## config.mk

```make
export PLATFORM = sky130hd
export DESIGN_NAME = indexed_list_store_top
export DESIGN_NICKNAME = d
export VERILOG_FILES = /design/src/rtl/core/ils_pkg.sv /design/src/rtl/core/indexed_list_store_top.sv /design/src/rtl/core/ils_ctrl.sv /design/src/rtl/core/ils_dp.sv
export SDC_FILE = /design/constraint.sdc
export NUM_CORES = 2
export LEC_CHECK = 0
export BUFFER_PORTS_ARGS = -buffer_cell sky130_fd_sc_hd__buf_2
export CAP_MARGIN = 20
export CORE_MARGIN = 10
export CORE_UTILIZATION = 30
export DETAILED_ROUTE_END_ITERATION = 7
export PLACE_DENSITY_LB_ADDON = 0.05
export SETUP_SLACK_MARGIN = 0.5
export SYNTH_ARGS = -nofsm -noshare
export SYNTH_HDL_FRONTEND = slang
export SYNTH_SLANG_ARGS = --single-unit
```

## constraint.sdc

```tcl
create_clock -name clock -period 5.3 [get_ports clock]
set_clock_uncertainty 0.05 [all_clocks]
set_input_delay 0.53 -clock clock [delete_from_list [all_inputs] [get_ports clock]]
set_output_delay 0.53 -clock clock [all_outputs]
set_load 0.01 [all_outputs]
```

## src/rtl/core/ils_pkg.sv

```systemverilog
`default_nettype none
// ----------------------------------------------------------------------------
// ils_pkg
// Shared types and constants for the indexed list store.
// ----------------------------------------------------------------------------
package ils_pkg;

   localparam int CAPACITY = 64;
   localparam int IDX_W    = $clog2(CAPACITY);
   localparam int CNT_W    = $clog2(CAPACITY + 1);
   localparam int POS_W    = 8;
   localparam int CMP_W    = (CNT_W > POS_W) ? CNT_W : POS_W;
   localparam int LEN_W    = 7;

   // request codes
   localparam logic [2:0] REQ_READ   = 3'd0;
   localparam logic [2:0] REQ_FRONT  = 3'd1;
   localparam logic [2:0] REQ_APPEND = 3'd2;
   localparam logic [2:0] REQ_INSERT = 3'd3;
   localparam logic [2:0] REQ_DELETE = 3'd4;

   // status codes
   localparam logic [1:0] STAT_OK    = 2'd0;
   localparam logic [1:0] STAT_RANGE = 2'd1;
   localparam logic [1:0] STAT_FULL  = 2'd2;

   typedef struct packed {
      logic [2:0]         req_type;
      logic [POS_W-1:0]   position;
      logic signed [31:0] item_value;
   } ils_req_type;

   typedef struct packed {
      logic signed [31:0] read_value;
      logic [1:0]         status;
      logic [LEN_W-1:0]   list_length;
   } ils_rsp_type;

   typedef enum logic [2:0] {
      S_IDLE,
      S_DECIDE,
      S_SHIFT,
      S_FILL,
      S_FINISH
   } ils_state_type;

   // controller -> datapath
   typedef struct packed {
      logic load;        // latch the accepted request
      logic rd_pos;      // read memory at the request position
      logic cur_init;    // start the shift cursor
      logic shift_step;  // move one entry
      logic fill;        // write the inserted value
      logic finish;      // update the length and load the response
   } ils_cmd_type;

   // datapath -> controller
   typedef struct packed {
      logic is_read;
      logic is_ins;
      logic is_del;
      logic req_ok;
      logic shift_more;
      logic rsp_free;
   } ils_sts_type;

endpackage
`default_nettype wire

```

## src/rtl/core/indexed_list_store_top.sv

```systemverilog
`default_nettype none
// ----------------------------------------------------------------------------
// indexed_list_store_top
// Bounded ordered list of signed 32-bit values with read, insert and delete.
// ----------------------------------------------------------------------------
// Usage:
//   Request channel (req_valid/req_ready/req_data) carries one operation:
//   read, insert front, append, insert at index, or delete at index.
//   Response channel (rsp_valid/rsp_ready/rsp_data) returns exactly one
//   result per request: read value (-1 unless a good read), status
//   (ok / index out of range / store full) and the length afterwards.
//   Insert and delete move one entry per cycle through the two-port
//   entry memory (one read, one write per cycle), so the worst case is set
//   by CAPACITY. One request is in work at a time; the sequencer returns
//   to idle after loading a response.
//   req_ready is high whenever the sequencer is idle, even while a previous
//   response still waits; on a receiver stall that response sits in its
//   output register and the next request waits at the last step.
//   Reset (synchronous, active high) empties the list and drops any pending
//   response; memory contents are not cleared and need not be.
// ----------------------------------------------------------------------------
module indexed_list_store_top
   import ils_pkg::*;
(
   input  wire logic        clock,
   input  wire logic        reset,
   input  wire logic        req_valid,
   output logic             req_ready,
   input  wire ils_req_type req_data,
   output logic             rsp_valid,
   input  wire logic        rsp_ready,
   output ils_rsp_type      rsp_data
);

   ils_cmd_type cmd;
   ils_sts_type sts;

   // sequencer
   ils_ctrl u_ctrl (
      .clock     (clock),
      .reset     (reset),
      .req_valid (req_valid),
      .req_ready (req_ready),
      .sts       (sts),
      .cmd       (cmd)
   );

   // storage, cursor and response register
   ils_dp u_dp (
      .clock     (clock),
      .reset     (reset),
      .req_data  (req_data),
      .cmd       (cmd),
      .sts       (sts),
      .rsp_valid (rsp_valid),
      .rsp_ready (rsp_ready),
      .rsp_data  (rsp_data)
   );

endmodule
`default_nettype wire

```

## src/rtl/core/ils_ctrl.sv

```systemverilog
`default_nettype none
// ----------------------------------------------------------------------------
// ils_ctrl
// Sequencer for the indexed list store: decode, shift, fill, respond.
// ----------------------------------------------------------------------------
module ils_ctrl
   import ils_pkg::*;
(
   input  wire logic        clock,
   input  wire logic        reset,
   input  wire logic        req_valid,
   output logic             req_ready,
   input  wire ils_sts_type sts,
   output ils_cmd_type      cmd
);

   ils_state_type state_ff, state_in;

   always_ff @(posedge clock) begin
      if (reset) begin
         state_ff <= S_IDLE;
      end else begin
         state_ff <= state_in;
      end
   end

   always_comb begin
      state_in  = state_ff;
      cmd       = '0;
      req_ready = 1'b0;
      case (state_ff)
         S_IDLE: begin
            req_ready = 1'b1;
            if (req_valid) begin
               cmd.load = 1'b1;
               state_in = S_DECIDE;
            end
         end
         S_DECIDE: begin
            if (sts.req_ok && sts.is_read) begin
               cmd.rd_pos = 1'b1;
               state_in   = S_FINISH;
            end else if (sts.req_ok && (sts.is_ins || sts.is_del)) begin
               cmd.cur_init = 1'b1;
               state_in     = S_SHIFT;
            end else begin
               state_in = S_FINISH;
            end
         end
         S_SHIFT: begin
            if (sts.shift_more) begin
               cmd.shift_step = 1'b1;
            end else if (sts.is_ins) begin
               state_in = S_FILL;
            end else begin
               state_in = S_FINISH;
            end
         end
         S_FILL: begin
            cmd.fill = 1'b1;
            state_in = S_FINISH;
         end
         S_FINISH: begin
            if (sts.rsp_free) begin
               cmd.finish = 1'b1;
               state_in   = S_IDLE;
            end
         end
         default: begin
            state_in = S_IDLE;
         end
      endcase
   end

endmodule
`default_nettype wire

```

## src/rtl/core/ils_dp.sv

```systemverilog
`default_nettype none
// ----------------------------------------------------------------------------
// ils_dp
// Datapath: request registers, entry memory, shift cursor, length, response.
// ----------------------------------------------------------------------------
module ils_dp
   import ils_pkg::*;
(
   input  wire logic        clock,
   input  wire logic        reset,
   input  wire ils_req_type req_data,
   input  wire ils_cmd_type cmd,
   output ils_sts_type      sts,
   output logic             rsp_valid,
   input  wire logic        rsp_ready,
   output ils_rsp_type      rsp_data
);

   logic [31:0]      mem [CAPACITY];

   logic [2:0]       op_ff;
   logic [CMP_W-1:0] pos_ff;
   logic [31:0]      val_ff;
   logic [CNT_W-1:0] count_ff, count_in;
   logic [CNT_W-1:0] cur_ff, cur_in;
   logic [31:0]      rdata_ff;
   logic             wv_ff;
   logic [IDX_W-1:0] wa_ff;
   logic             rsp_valid_ff;
   ils_rsp_type      rsp_ff, rsp_in;

   logic [CMP_W-1:0] count_x, cur_x, pos_in;
   logic [CNT_W:0]   cur_p1;
   logic             range_err, full_err;
   logic             rd_en;
   logic [IDX_W-1:0] raddr;

   assign count_x = CMP_W'(count_ff);
   assign cur_x   = CMP_W'(cur_ff);
   assign cur_p1  = {1'b0, cur_ff} + 1'b1;

   // request decode
   always_comb begin
      sts.is_read = (op_ff == REQ_READ);
      sts.is_ins  = (op_ff == REQ_FRONT) || (op_ff == REQ_APPEND) ||
                    (op_ff == REQ_INSERT);
      sts.is_del  = (op_ff == REQ_DELETE);
      range_err   = 1'b0;
      full_err    = 1'b0;
      if (sts.is_read || sts.is_del) begin
         range_err = (pos_ff >= count_x);
      end else if (sts.is_ins) begin
         range_err = (pos_ff > count_x);
         full_err  = !range_err && (count_ff >= CNT_W'(CAPACITY));
      end
      sts.req_ok     = !range_err && !full_err;
      sts.shift_more = sts.is_ins ? (cur_x > pos_ff)
                                  : (cur_p1 < {1'b0, count_ff});
      sts.rsp_free   = !rsp_valid_ff || rsp_ready;
   end

   // front maps to zero, append to the current length
   always_comb begin
      case (req_data.req_type)
         REQ_FRONT:  pos_in = '0;
         REQ_APPEND: pos_in = count_x;
         default:    pos_in = CMP_W'(req_data.position);
      endcase
   end

   always_ff @(posedge clock) begin
      if (cmd.load) begin
         op_ff  <= req_data.req_type;
         pos_ff <= pos_in;
         val_ff <= req_data.item_value;
      end
   end

   // shift cursor: insert walks down from the length, delete walks up
   always_comb begin
      cur_in = cur_ff;
      raddr  = pos_ff[IDX_W-1:0];
      if (cmd.cur_init) begin
         cur_in = sts.is_ins ? count_ff : pos_ff[CNT_W-1:0];
      end else if (cmd.shift_step) begin
         if (sts.is_ins) begin
            cur_in = cur_ff - 1'b1;
            raddr  = cur_in[IDX_W-1:0];
         end else begin
            cur_in = cur_p1[CNT_W-1:0];
            raddr  = cur_in[IDX_W-1:0];
         end
      end
   end

   assign rd_en = cmd.rd_pos || cmd.shift_step;

   always_ff @(posedge clock) begin
      cur_ff <= cur_in;
      if (cmd.shift_step) begin
         wa_ff <= cur_ff[IDX_W-1:0];
      end
   end

   always_ff @(posedge clock) begin
      if (reset) begin
         wv_ff <= 1'b0;
      end else begin
         wv_ff <= cmd.shift_step;
      end
   end

   // entry memory: one write, one registered read per cycle
   always_ff @(posedge clock) begin
      if (wv_ff) begin
         mem[wa_ff] <= rdata_ff;
      end else if (cmd.fill) begin
         mem[pos_ff[IDX_W-1:0]] <= val_ff;
      end
      if (rd_en) begin
         rdata_ff <= mem[raddr];
      end
   end

   // length and response
   always_comb begin
      count_in = count_ff;
      if (sts.req_ok && sts.is_ins) begin
         count_in = count_ff + 1'b1;
      end else if (sts.req_ok && sts.is_del) begin
         count_in = count_ff - 1'b1;
      end
      rsp_in.read_value  = (sts.req_ok && sts.is_read) ? rdata_ff : '1;
      rsp_in.status      = range_err ? STAT_RANGE : (full_err ? STAT_FULL : STAT_OK);
      rsp_in.list_length = LEN_W'(count_in);
   end

   always_ff @(posedge clock) begin
      if (reset) begin
         count_ff     <= '0;
         rsp_valid_ff <= 1'b0;
      end else if (cmd.finish) begin
         count_ff     <= count_in;
         rsp_valid_ff <= 1'b1;
      end else if (rsp_ready) begin
         rsp_valid_ff <= 1'b0;
      end
   end

   always_ff @(posedge clock) begin
      if (cmd.finish) begin
         rsp_ff <= rsp_in;
      end
   end

   assign rsp_valid = rsp_valid_ff;
   assign rsp_data  = rsp_ff;

endmodule
`default_nettype wire

```

==> Word level (Yosys, flattened, before mapping) <==
Memories as Yosys holds them, arrays and structs flattened. A register that Yosys moved wholly into a read port is not among the register bits.
Cells that the tools add are included.
{ "classes": {"add_sub_neg": 4, "magnitude_cmp": 5, "eq_ne": 13, "n_mux": 45, "n_reduce_logical": 22} }
{ "op_table": {"columns": ["cell", "count"], "rows": [
  ["$mux 7", 6],
  ["$mux 32", 1],
  ["$reduce_or 32->1", 1],
  ["$mux 1", 24],
  ["$mux 6", 4],
  ["$mux 3", 6],
  ["$pmux 8 s2", 1],
  ["$eq 3x2->1 const B", 5],
  ["$pmux 3 s5", 1],
  ["$sub 7x1->7 const B", 2],
  ["$eq 3x1->1 const B", 3],
  ["$add 7x1->8 const B", 1],
  ["$ge 8x7->1", 1],
  ["$gt 7x8->1", 1],
  ["$gt 8x7->1", 1],
  ["$lt 8x7->1", 1],
  ["$add 7x1->7 const B", 1],
  ["$ge 7x7->1 const B", 1],
  ["$eq 3x3->1 const B", 2],
  ["$logic_and 1x1->1", 6],
  ["$logic_not 3->1", 2],
  ["$logic_or 1x1->1", 6],
  ["$ne 2x2->1 const B", 3],
  ["$logic_not 1->1", 4],
  ["other kinds (3)", 5]
]} }
{ "totals": {"register_bits": 109, "ram_bits": 2048, "inputBits": 47, "output_inout_bits": 43, "word_cells": 102, "n_memories": 1} }
{ "memory_table": {"columns": ["memory", "depth", "width", "rd", "rd_ports_with_merged_regs", "wr", "line", "rtl"], "rows": [
  ["u_dp.mem", 64, 32, 1, 1, 1, "ils_dp.sv:19", "logic [31:0] mem [CAPACITY];"]
]} }

==> Longest topological paths before layout <==
{ "depth": {"depth_word": 12, "depth_mapped": 20, "ltp_nobuf": 15} }

==> By module <==
Synthesis repeated with hierarchy kept, for this count alone.
{ "hier_totals": {"cells_unflattened": 6499, "hier_area_um2": 87661.6} }
{ "modules_own_cells": {"columns": ["module", "instances", "cells_per_inst", "area_each_um2"], "rows": [
  ["ils_dp", 1, 6463, 87376.3],
  ["ils_ctrl", 1, 36, 285.3]
]} }

==> Worst setup path before layout <==
No wires, ideal clock.
{ "synth_path": {"kind": "register to register", "startpoint": "register u_dp.count_ff[1]", "endpoint": "register u_dp.rdata_ff[0] (read register of u_dp.mem), enable pin", "arrival_time_ns": 4.855, "path_slack_ns": -0.070, "path_stages_with_launch": 13, "synth_period_minus_slack_ns": 5.370, "cell_sequence": "dfxtp_1 > inv_1 > ha_1 > nor2b_1 > o21a_1 > o21a_1 > o21a_1 > o21a_1 > o21ai_0 > nand3b_1 > or4_1 > clkbuf_1 > o21ai_0"} }
{ "synth_between": {"word_cells_on_any_way": 25, "cone_classes": "4 x order compare; 13 x mux; 8 x reduce/logical"} }
{ "synth_lines": {"columns": ["item", "line", "rtl"], "rows": [
  ["start, declared", "ils_dp.sv:24", "logic [CNT_W-1:0] count_ff, count_in;"],
  ["start signal, assigned", "ils_dp.sv:143", "count_ff <= count_in;"],
  ["$gt 8x7->1", "ils_dp.sv:53", "range_err = (pos_ff > count_x);"],
  ["$logic_not 1->1", "ils_dp.sv:54", "full_err = !range_err && (count_ff >= CNT_W'(CAPACITY));"],
  ["$logic_and 1x1->1", "ils_dp.sv:54", null],
  ["$mux 1", "ils_dp.sv:52", "end else if (sts.is_ins) begin"],
  ["$mux 1", "ils_dp.sv:50", "if (sts.is_read || sts.is_del) begin"],
  ["$logic_not 1->1", "ils_dp.sv:56", "sts.req_ok = !range_err && !full_err;"],
  ["$logic_and 1x1->1", "ils_dp.sv:56", null],
  ["$logic_and 1x1->1", "ils_ctrl.sv:40", "if (sts.req_ok && sts.is_read) begin"],
  ["$mux 1", "ils_ctrl.sv:40", null],
  ["$mux 2", "ils_ctrl.sv:31", "case (state_ff)"],
  ["$logic_or 1x1->1 (*)", "ils_dp.sv:96", "assign rd_en = cmd.rd_pos || cmd.shift_step;"],
  ["via u_dp.rd_en", "ils_dp.sv:35", "logic rd_en;"],
  ["end, declared", "ils_dp.sv:26", "logic [31:0] rdata_ff;"]
]} }
Mark *: on every way through the listed nets, which the timed path passes. The rest lies on a longest branch.
A chain may end at the register's enable or synchronous reset.

==> run summary <==
With fillers left out, the area of the finished cells amounts to 0.106 mm². In this run the critical register-to-register path is captured at u_dp.rdata_ff[28]. The clock insertion delay at the later pin of the skew report is 880 ps. The startpoint identified for the worst hold timing path is req_data[34]. The number of failing hold endpoints at the final stage is 0, and the routed via count divided by cell count is 5.22. The number of nets in the synthesized netlist is 6570. The met3 wire length is 16.7 mm, and the met1 routed wirelength after detailed routing is 154 mm. Routability-driven placement finished with a final weighted congestion of 0.798. For this run, the share of the core covered by cells in the final layout is 36.1%. Averaged over all synthesized cells, the footprint is 13.6 µm².

The ratio of final minimum period to clock period works out to 89.1%. For the worst flop-to-flop path, the logic depth is 17. The run gives 0 as the residual DRC count. The level count of the clock H-tree came out at 5.

Setup violations remaining at the end of the flow were counted as 0. For the worst setup path, the data arrival time is 5410 ps. After synthesis, the share of flip-flops with an asynchronous set or reset is 0%. Based on the critical path, the design can be clocked at up to 212 MHz. The placed wire-length estimate came out at 206 mm.

The longest clock path from root to sink contains 4 buffers. In the global route stage, overall resource usage came out at 20.5%. For this configuration, the core starts out at a cell density of 30.1%.

The top cell type by area accounts for 74.1% of the synthesized area. Of the synthesized area, sequential elements account for 74.3%. TritonCTS built the clock tree.

The logs give 6499 for the number of standard cells after synthesis and 76 for the largest net degree at the start of global routing. The minimum period implied by the final worst setup slack is 4720 ps, and the average detailed-routed wire length per instance is 30.5 µm. The tools report the core box area as 0.293 mm². The worst setup path is captured at a register. The worst setup path is launched from a register. Across all register-to-register paths, the minimum setup slack is 580 ps. The number of buffers inserted during clock tree synthesis was 268; the area growth from synthesis to layout was 20.0%.

The tools report the first-pass iteration count of the detailed router as 5. The tools report the number of DRC violations after detailed-routing iteration 0 as 5481. In this run the power density over the cells is 373 mW/mm². Counting flops with a built-in enable in the synthesized netlist gives 2177.

The standard cell area after detailed placement came out at 0.0966 mm². For this design the top-level I/O count stands at 90. The global-route wire length before repair was 467 mm. In the post-synthesis netlist, the biggest area contributors are sky130_fd_sc_hd__edfxtp_1 74%, sky130_fd_sc_hd__nand2_1 6.7%, sky130_fd_sc_hd__a211oi_1 2.6%, sky130_fd_sc_hd__nand3_1 2.4%, sky130_fd_sc_hd__and3_1 2.0%. The post-synthesis instance area was 0.0883 mm². Clock-pin slew was measured on the worst setup and hold paths at 60 ps. The leakage power summed over all cells is 35.6 nW, and the ratio of cells with drive above 1 in the final layout is 16.1%. The path class of the tightest hold or removal check is primary input to register.

The run gives 21 as the initial antenna violation count. Summed over all nets, wire length on met2 after detailed routing comes to 162 mm. Number of global-route vias before repair: 56900. Clock tree synthesis selected as its root buffer the cell sky130_fd_sc_hd__clkbuf_16. The predominant post-synthesis flop cell was sky130_fd_sc_hd__edfxtp_1.

Setup repair after global routing left no endpoint under its margin. The peak supply drop is 255 µV. The worst setup path is of the register to register kind. Headroom to the max-slew limit came out at 26.1%. For the worst setup path, the data required time is 5990 ps. During synthesis, Yosys emitted a total of 0 warnings. The wire length after detailed routing is 338 mm, and the cell depth of the worst min-delay path is 3. The net count of the finished layout is 7031.

The count of cell types in the netlist was 86. The count of vias placed by the detailed router is 57900, and the number of max-capacitance violations reported is 0. The floorplan step defined a die boundary enclosing 0.316 mm². The die boundary height was 562 µm; the die boundary width was 562 µm. The run gives 2189 as the number of sinks driven by the clock tree. The tools report the hold-critical path endpoint as u_dp.pos_ff[2]. sky130_fd_sc_hd__edfxtp_1 takes more of the synthesized area than any other cell. Port buffering added 89 buffers.

In this run the critical register-to-register path is launched from u_dp.cur_ff[0]. The run gives 199 as the number of rows created at floorplan. Along the worst path, the maximum fanout reaches 14. The run finished with clean final reports. The number of synthesized register bits was 2189; the global-route congestion overflow total was 0. The total count of max-transition violations in the final report was 0; the number of fill cells was 28400. The detail route stage leaves a number of antenna-violating nets equal to 0. The top layer reached by signal wires is met4. For the pin with the worst max-slew slack, the measured transition is 1110 ps.
[routing by layer]
metal | global-route usage, % | vias up
li1 | - | 25600
met1 | 28.9 | 30300
met2 | 33.7 | 1601
met3 | 3.06 | 360
met4 | 3.72 | 0
met5 | 0 | -
[cell families (layout without fill, tap and decap cells)]
logic type,after synthesis,count (layout),share of synthesized area [%]
other cells,0,14,0
xor+xnor,17,17,0.169
buf+inv,460,1115,2.51
flops,2189,2189,74.3
mux,63,63,0.756
compound gates,1118,1118,8.63
fa+ha+maj,24,24,0.340
simple gates,2628,2631,13.3
[cell usage in the layout, fill, tap and decap left out, types with 22 or more instances in the layout]
master / instances
sky130_fd_sc_hd__a211oi_1: 301
sky130_fd_sc_hd__a21oi_1: 245
sky130_fd_sc_hd__a31oi_1: 173
sky130_fd_sc_hd__and3_1: 280
sky130_fd_sc_hd__buf_12: 76
sky130_fd_sc_hd__buf_2: 89
sky130_fd_sc_hd__buf_4: 383
sky130_fd_sc_hd__clkbuf_1: 84
sky130_fd_sc_hd__clkbuf_16: 289
sky130_fd_sc_hd__clkinv_1: 55
sky130_fd_sc_hd__clkinv_2: 25
sky130_fd_sc_hd__dlygate4sd3_1: 41
sky130_fd_sc_hd__edfxtp_1: 2177
sky130_fd_sc_hd__ha_1: 23
sky130_fd_sc_hd__inv_1: 22
sky130_fd_sc_hd__mux2_2: 29
sky130_fd_sc_hd__mux2i_1: 34
sky130_fd_sc_hd__nand2_1: 1544
sky130_fd_sc_hd__nand2_2: 34
sky130_fd_sc_hd__nand3_1: 428
sky130_fd_sc_hd__nand4_1: 31
sky130_fd_sc_hd__nor2_1: 51
sky130_fd_sc_hd__nor2_4: 66
sky130_fd_sc_hd__nor3_1: 58
sky130_fd_sc_hd__nor4_1: 22
sky130_fd_sc_hd__o21ai_0: 91
sky130_fd_sc_hd__o22ai_1: 58
sky130_fd_sc_hd__or2_2: 33
[worst max-delay path: stages, from the launching register on]
cell and delay (ps):
sky130_fd_sc_hd__edfxtp_1 410, sky130_fd_sc_hd__ha_2 250, sky130_fd_sc_hd__nand3_1 110, sky130_fd_sc_hd__xnor2_1 170
sky130_fd_sc_hd__ha_1 320, sky130_fd_sc_hd__and4_1 220, sky130_fd_sc_hd__o221ai_2 110, sky130_fd_sc_hd__o2111a_2 210
sky130_fd_sc_hd__buf_4 150, sky130_fd_sc_hd__nor2_2 140, sky130_fd_sc_hd__inv_2 130, sky130_fd_sc_hd__a31oi_2 490
sky130_fd_sc_hd__or2_2 500, sky130_fd_sc_hd__buf_4 270, sky130_fd_sc_hd__a21oi_1 70, sky130_fd_sc_hd__nor4_2 550
sky130_fd_sc_hd__buf_4 270, sky130_fd_sc_hd__o211a_1 150
[registers in the layout, indices dropped and copies added, names as in the netlist]
| register | count |
|---|---|
| u_dp.rdata_ff | 32 |
| u_dp.cur_ff | 7 |
| u_dp.pos_ff | 8 |
| u_dp.rsp_valid | 1 |
| u_dp.wv_ff | 1 |
| u_ctrl.state_ff | 3 |
| u_dp.count_ff | 7 |
| u_dp.op_ff | 3 |
| u_dp.val_ff | 32 |
| u_dp.rsp_data | 41 |
| u_dp.wa_ff | 6 |
| u_dp.mem | 2048 |
[where the power goes]
part | leakage [nW] | switching [mW] | internal [mW]
registers | 19.6 | 0.0282 | 18.9
clock network | 3.91 | 7.32 | 10.0
logic | 12.1 | 2.22 | 1.09
total | 35.6 | 9.57 | 30.0
[worst max path at each step]
stage | from | to | slack, ps | cells after the start
after floorplan | u_dp.count_ff[1] | u_dp.rdata_ff[0] | 800 | 12
after global placement | u_dp.cur_ff[0] | u_dp.rdata_ff[22] | -110 | 17
after detailed placement | u_dp.cur_ff[0] | u_dp.rdata_ff[22] | -100 | 17
after CTS | u_dp.cur_ff[0] | u_dp.rdata_ff[22] | 420 | 18
after global routing | u_dp.cur_ff[0] | u_dp.rdata_ff[14] | 510 | 20
final | u_dp.cur_ff[0] | u_dp.rdata_ff[28] | 580 | 17
[layout make-up]
| cell class | count | area, µm² | area share, % |
|---|---|---|---|
| clock buffers | 365 | 7350 | 6.93 |
| well taps | 3919 | 4900 | 4.63 |
| diodes | 14 | 35.0 | 0.0331 |
| multi-input cells | 3853 | 21300 | 20.1 |
| flip-flops and latches | 2189 | 65600 | 61.9 |
| inverters | 25 | 93.8 | 0.0886 |
| repair buffers | 623 | 5940 | 5.60 |
| clock inverters | 102 | 687 | 0.648 |
[stage by stage]
| stage | setup WS [ps] | total power [mW] | cells | hold WS, ps | TNS, ps |
|---|---|---|---|---|---|
| finish | 580 | 39.6 | 11100 | 59.3 | 0 |
| global placement | -113 | 22.5 | 10500 | 492 | -113 |
| detailed placement | -97.8 | 22.4 | 10500 | 500 | -97.8 |
| floorplan | 796 | 20.9 | 6499 | 401 | 0 |
| CTS | 422 | 40.0 | 11100 | 5.34 | 0 |
| global route | 514 | 40.9 | 11100 | 32.9 | 0 |
[repair_timing]
action                                  in CTS  in global routing
gates cloned                                 4                  9
setup buffers                                9                 12
pin swaps                                    7                 12
resized for setup                           16                 47
endpoints found under the setup margin      31                 32
hold buffers                                41                  0
hold endpoints to repair                    43                  0
[synthesized netlist by cell type (8+ instances only)]
library cell,instances
sky130_fd_sc_hd__nor2b_1,9
sky130_fd_sc_hd__o41a_1,8
sky130_fd_sc_hd__nand3_1,430
sky130_fd_sc_hd__nor3_1,60
sky130_fd_sc_hd__a211o_1,8
sky130_fd_sc_hd__a21boi_0,9
sky130_fd_sc_hd__or4_1,9
sky130_fd_sc_hd__ha_1,24
sky130_fd_sc_hd__a31oi_1,174
sky130_fd_sc_hd__xnor2_1,14
sky130_fd_sc_hd__clkbuf_1,125
sky130_fd_sc_hd__mux2i_1,34
sky130_fd_sc_hd__a211oi_1,305
sky130_fd_sc_hd__nand2_1,1579
sky130_fd_sc_hd__inv_1,24
sky130_fd_sc_hd__o32ai_1,22
sky130_fd_sc_hd__nor2_1,119
sky130_fd_sc_hd__o2111a_1,10
sky130_fd_sc_hd__nand4_1,31
sky130_fd_sc_hd__a21o_1,8
sky130_fd_sc_hd__and3_1,280
sky130_fd_sc_hd__a2111oi_2,11
sky130_fd_sc_hd__buf_4,40
sky130_fd_sc_hd__o22ai_1,60
sky130_fd_sc_hd__buf_2,238
sky130_fd_sc_hd__a311oi_1,16
sky130_fd_sc_hd__a2111oi_0,23
sky130_fd_sc_hd__a22oi_1,21
sky130_fd_sc_hd__o21ai_0,96
sky130_fd_sc_hd__mux2_2,29
sky130_fd_sc_hd__nor4_1,24
sky130_fd_sc_hd__edfxtp_1,2177
sky130_fd_sc_hd__o21a_1,9
sky130_fd_sc_hd__o31a_1,12
sky130_fd_sc_hd__a21oi_1,245
sky130_fd_sc_hd__dfxtp_1,12
sky130_fd_sc_hd__or2_2,33
sky130_fd_sc_hd__buf_1,27
sky130_fd_sc_hd__o2111ai_1,20
No activity file was read; power rests on OpenSTA's default activity.
